File: src/hdl/sme_pkg.sv
// ----------------------------------------------------------------------------
// Stack machine execute package
// Shared sizes, status codes, primitive codes and the sequencer state type.
// ----------------------------------------------------------------------------
package sme_pkg;

    localparam int STACK_DEPTH = 256;
    localparam int PTR_W       = $clog2(STACK_DEPTH);
    localparam int CNT_W       = PTR_W + 1;
    localparam int WORD_W      = 32;
    localparam int BODY_W      = 30;
    localparam int STATUS_W    = 3;
    localparam int OUT_W       = 40;

    localparam logic [STATUS_W-1:0] ST_OK        = 3'd0;
    localparam logic [STATUS_W-1:0] ST_DIVZERO   = 3'd1;
    localparam logic [STATUS_W-1:0] ST_UNDERFLOW = 3'd2;
    localparam logic [STATUS_W-1:0] ST_OVERFLOW  = 3'd3;
    localparam logic [STATUS_W-1:0] ST_IGNORED   = 3'd4;

    localparam logic [BODY_W-1:0] PRIM_HALT = 30'd0;
    localparam logic [BODY_W-1:0] PRIM_ADD  = 30'd1;
    localparam logic [BODY_W-1:0] PRIM_SUB  = 30'd2;
    localparam logic [BODY_W-1:0] PRIM_MUL  = 30'd3;
    localparam logic [BODY_W-1:0] PRIM_DIV  = 30'd4;

    typedef enum logic [2:0] {
        S_IDLE,
        S_DECODE,
        S_READ,
        S_DIV,
        S_WRITE,
        S_DONE
    } state_t;

endpackage

File: src/hdl/sme_div.sv
// ----------------------------------------------------------------------------
// Iterative signed divider
// Restoring division, one quotient bit per cycle, truncating toward zero.
// ----------------------------------------------------------------------------
module sme_div
    import sme_pkg::*;
(
    input  logic              aclk,
    input  logic              aresetn,
    input  logic              start,
    input  logic [WORD_W-1:0] dividend,
    input  logic [WORD_W-1:0] divisor,
    output logic              done,
    output logic [WORD_W-1:0] quotient
);

    localparam int STEP_W = $clog2(WORD_W);

    logic              busy_reg, busy_next;
    logic              done_reg, done_next;
    logic [STEP_W-1:0] step_reg, step_next;
    logic [WORD_W-1:0] rem_reg, rem_next;
    logic [WORD_W-1:0] quot_reg, quot_next;
    logic [WORD_W-1:0] dvs_reg, dvs_next;
    logic              neg_reg, neg_next;
    logic [WORD_W:0]   rem_shift;
    logic [WORD_W:0]   diff;

    always_comb begin
        busy_next = busy_reg;
        done_next = 1'b0;
        step_next = step_reg;
        rem_next  = rem_reg;
        quot_next = quot_reg;
        dvs_next  = dvs_reg;
        neg_next  = neg_reg;
        rem_shift = {rem_reg, quot_reg[WORD_W-1]};
        diff      = rem_shift - {1'b0, dvs_reg};
        if (start) begin
            busy_next = 1'b1;
            step_next = '0;
            rem_next  = '0;
            quot_next = dividend[WORD_W-1] ? (~dividend + 1'b1) : dividend;
            dvs_next  = divisor[WORD_W-1] ? (~divisor + 1'b1) : divisor;
            neg_next  = dividend[WORD_W-1] ^ divisor[WORD_W-1];
        end else if (busy_reg) begin
            if (!diff[WORD_W]) begin
                rem_next  = diff[WORD_W-1:0];
                quot_next = {quot_reg[WORD_W-2:0], 1'b1};
            end else begin
                rem_next  = rem_shift[WORD_W-1:0];
                quot_next = {quot_reg[WORD_W-2:0], 1'b0};
            end
            step_next = step_reg + 1'b1;
            if (step_reg == STEP_W'(WORD_W - 1)) begin
                busy_next = 1'b0;
                done_next = 1'b1;
            end
        end
    end

    always_ff @(posedge aclk) begin
        if (!aresetn) begin
            busy_reg <= 1'b0;
            done_reg <= 1'b0;
            step_reg <= '0;
        end else begin
            busy_reg <= busy_next;
            done_reg <= done_next;
            step_reg <= step_next;
        end
    end

    always_ff @(posedge aclk) begin
        rem_reg  <= rem_next;
        quot_reg <= quot_next;
        dvs_reg  <= dvs_next;
        neg_reg  <= neg_next;
    end

    assign done     = done_reg;
    assign quotient = neg_reg ? (~quot_reg + 1'b1) : quot_reg;

endmodule

File: config.mk
export PLATFORM = sky130hd
export DESIGN_NAME = sme_div
export DESIGN_NICKNAME = d
export VERILOG_FILES = /design/src/hdl/sme_pkg.sv /design/src/hdl/sme_div.sv
export SDC_FILE = /design/constraint.sdc
export NUM_CORES = 1
export LEC_CHECK = 0
export ABC_AREA = 1
export BUFFER_PORTS_ARGS = -buffer_cell sky130_fd_sc_hd__buf_2
export CORE_ASPECT_RATIO = 0.5
export CORE_UTILIZATION = 61
export DETAILED_ROUTE_END_ITERATION = 7
export PLACE_DENSITY = 0.87
export SYNTH_ARGS = -nofsm -noshare
export SYNTH_HDL_FRONTEND = slang
export SYNTH_SLANG_ARGS = --single-unit
export TNS_END_PERCENT = 1
File: constraint.sdc
create_clock -name aclk -period 2.94 [get_ports aclk]
set_clock_uncertainty 0.05 [all_clocks]
set_input_delay 0.147 -clock aclk [delete_from_list [all_inputs] [get_ports aclk]]
set_output_delay 0.147 -clock aclk [all_outputs]
set_load 0.01 [all_outputs]
==> flow_summary_export.csv <==
group,metric,value,unit
outcome,status,"finished clean",
setup_path,worstPathRequired,2740,ps
logic_synthesis,netlist_area,9290,µm²
run,cap_violations,0,
power,cellPowerDensity,388,nW/µm²
placement,dp_cells,1756,
die,fp.dieW,177,µm
logic_synthesis,yosys_register_bits,104,
logic_synthesis,seq_area_frac_synth,29.4,%
routing,drt-total-wl,24400,µm
die,die_h,89.3,µm
cts,clkTransAtPathRegs,70,ps
timing,finalCritPeriodShare,94.0,%
setup_path,crit_path_end_kind,"output pin",
cts,cts_tree,"yes",
setup_path,start_kind,"flip-flop",
cts,numCtsBuffers,9,
timing,tightest_slew,903,ps
routing,viasPerCell,5.37,
setup_path,cp_data_arrival_time,2570,ps
routing,drt_iter0_drc,848,
timing,setup_tns,0,ps
placement,hpwl,18900,µm
hold_path,min-delay-start,"divisor[30]",
routing,num_vias,9529,
timing,fmax,362,MHz
logic_synthesis,synthesis.nets,1590,
timing,final-setup-viol-count,0,
finish,nFillCells,1250,
cts,clkLatencyLatePin,360,ps
hold_path,hp-class,"primary input to flip-flop",
die,die_area,15800,µm²
die,ioPinCount,100,
global_route,grt_pass1_vias,8649,
routing,wire_per_inst,13.8,µm
finish,fin_cells,1774,
timing,relSlewSlack,39.7,%
timing,rsz0062_at_grt,"no",
global_route,grt_pass1_wl,39600,µm
global_route,grtUsageTotal,31.6,%
finish,fin_nets,1676,
cts,clk_path_buf_depth,2,
finish,layout-drive-gt1-share,9.33,%
routing,firstDrtPassIters,5,
finish,multi_input_area,5300,µm²
power,cellLeakagePower,5.48,nW
routing,drc,0,
finish,area_delta_synth_final,10.2,%
die,placementRows,31,
cts,root_buffer,"clkbuf_16",
setup_path,setup.worst_path.start,"quot_reg[1]$_DFFE_PP_",
logic_synthesis,syn_inst,1485,
cts,h-tree-depth,3,
die,coreArea,14700,µm²
global_route,grt-ovfl-total,0,
global_route,antenna_found_initial,0,
logic_synthesis,synth_warnings,0,
global_route,grt_max_degree,47,
setup_path,crit_type,"flip-flop to output pin",
power,ir_worst_vdd,0.255,mV
cts,cts.sinks,104,
die,start_util,63.3,%
setup_path,worst-path-max-fanout,3,
logic_synthesis,syn-mean-instance-area,6.25,µm²
placement,io_buffers,99,
timing,fin_crit,2760,ps
timing,hold_viol_final,0,
setup_path,r2r-start,"quot_reg[31]$_DFFE_PP_",
finish,antenna_cells,0,
timing,drv_slew,0,
finish,regArea,2730,µm²
logic_synthesis,synth.distinct_cells,43,
routing,drtAntennaViolNets,0,
placement,gp_congestion,1.02,
[kinds of logic after synthesis]
kind of cell	synth area share (%)
AOI/OAI and AO/OA	6.35
xor gates and xnor gates	8.39
adders and majority gates	5.20
buffers and inverters	13.8
DFF	29.4
and+or+nand+nor	36.8
[power breakdown]
group	switching, mW	total, mW	internal [mW]
clock network	0.549	1.20	0.652
logic	0.659	1.01	0.353
registers	0.0754	1.76	1.68
total	1.28	3.97	2.69
[cells in the final DEF (no fill, tap or decap), drive strengths merged, types with 6 or more instances in the layout]
master	synthesis	final
ha	37	37
xor2	60	60
edfxtp	65	65
xnor2	29	29
clkbuf	23	9
buf	8	104
o21ai	72	72
nand3	100	100
nand2	513	513
dfxtp	39	39
a21oi	29	29
nor2	125	125
nor3	32	32
nand4	16	16
inv	299	299
and2	6	6
[cell usage after synthesis]
library cell / instances / share of area, %
a211oi_1: 1 / 0.081
a21o_1: 1 / 0.081
a21oi_1: 28 / 1.5
a21oi_2: 1 / 0.094
a31oi_1: 2 / 0.13
and2_1: 5 / 0.34
and2_4: 1 / 0.094
and3_1: 5 / 0.34
buf_1: 1 / 0.040
buf_2: 1 / 0.054
buf_4: 1 / 0.081
buf_6: 5 / 0.61
clkbuf_1: 23 / 0.93
dfxtp_1: 39 / 8.4
edfxtp_1: 65 / 21
fa_1: 1 / 0.22
ha_1: 37 / 5.0
inv_1: 297 / 12
inv_2: 2 / 0.081
nand2_1: 504 / 20
nand2_2: 4 / 0.27
nand2_4: 5 / 0.61
nand3_1: 99 / 5.3
nand3_4: 1 / 0.19
nand3b_1: 4 / 0.32
nand4_1: 16 / 1.1
nor2_1: 120 / 4.8
nor2_2: 5 / 0.34
nor3_1: 29 / 1.6
nor3_2: 2 / 0.22
nor3_4: 1 / 0.18
nor3b_1: 2 / 0.16
nor4_1: 4 / 0.27
o211ai_1: 3 / 0.24
o21a_1: 1 / 0.081
o21ai_0: 69 / 3.7
o21ai_1: 3 / 0.16
o21bai_1: 1 / 0.081
o31ai_1: 2 / 0.16
or2_1: 1 / 0.067
or2_2: 4 / 0.27
xnor2_1: 29 / 2.7
xor2_1: 60 / 5.7
[layout make-up]
class,instances,share of cell area [%]
clock buffers,9,2.20
clock inverters,7,0.611
inverters,299,11.0
multi-input cells,1051,51.7
flip-flops and latches,104,26.7
well taps,198,2.42
repair buffers,106,5.40
[path summary, 6_finish.rpt]
check,endpoint,cells past startpoint,slack (ps)
worst min register to register,step_reg[3]$_SDFFE_PP0P_,1,400
worst min-delay path,dvs_reg[31]$_SDFFCE_PN0P_,2,60
worst max register to register,quot_reg[0]$_DFFE_PP_,15,190
worst max-delay path,quotient[20],13,180
[what timing repair did]
action	CTS	global route
hold endpoints to repair	2	0
setup buffers	0	0
hold buffers	2	0
endpoints found under the setup margin	0	4
resized for setup	0	4
[through the flow]
step	cell area (µm²)	hold slack (ps)	total power [mW]	setup slack (ps)	util [%]
3_5_place_dp	9910	343	2.77	259	67.6
6_report	10200	57.9	3.97	175	69.8
3_3_place_gp	9910	331	2.74	301	67.6
4_1_cts	10200	57.9	3.94	98.4	69.7
5_1_grt	10200	55.9	4.16	7.92	69.8
2_1_floorplan	9290	196	2.41	643	-
[layer usage]
metal / part of all wire [%] / wire (µm) / global-route usage [%] / vias to the layer above
met4: 2.1 / 524 / 10.1 / 0
met1: 44 / 10600 / 41.4 / 4334
met2: 46 / 11200 / 54.7 / 415
met5: 0 / 0 / 0 / -
li1: - / - / - / 4732
met3: 8.2 / 2000 / 4.51 / 48
[critical path, stage by stage, from the launching register on]
cell and delay (ps):
edfxtp_1 460, inv_1 110, ha_1 140, inv_1 80
nor3_4 160, nand2_1 120, inv_1 80, nand3_1 90
or2_1 270, nor2_2 130, nand2_1 110, nand2_1 120
xor2_2 180, buf_2 160
Note: power is estimated with default switching activity, not from simulation.
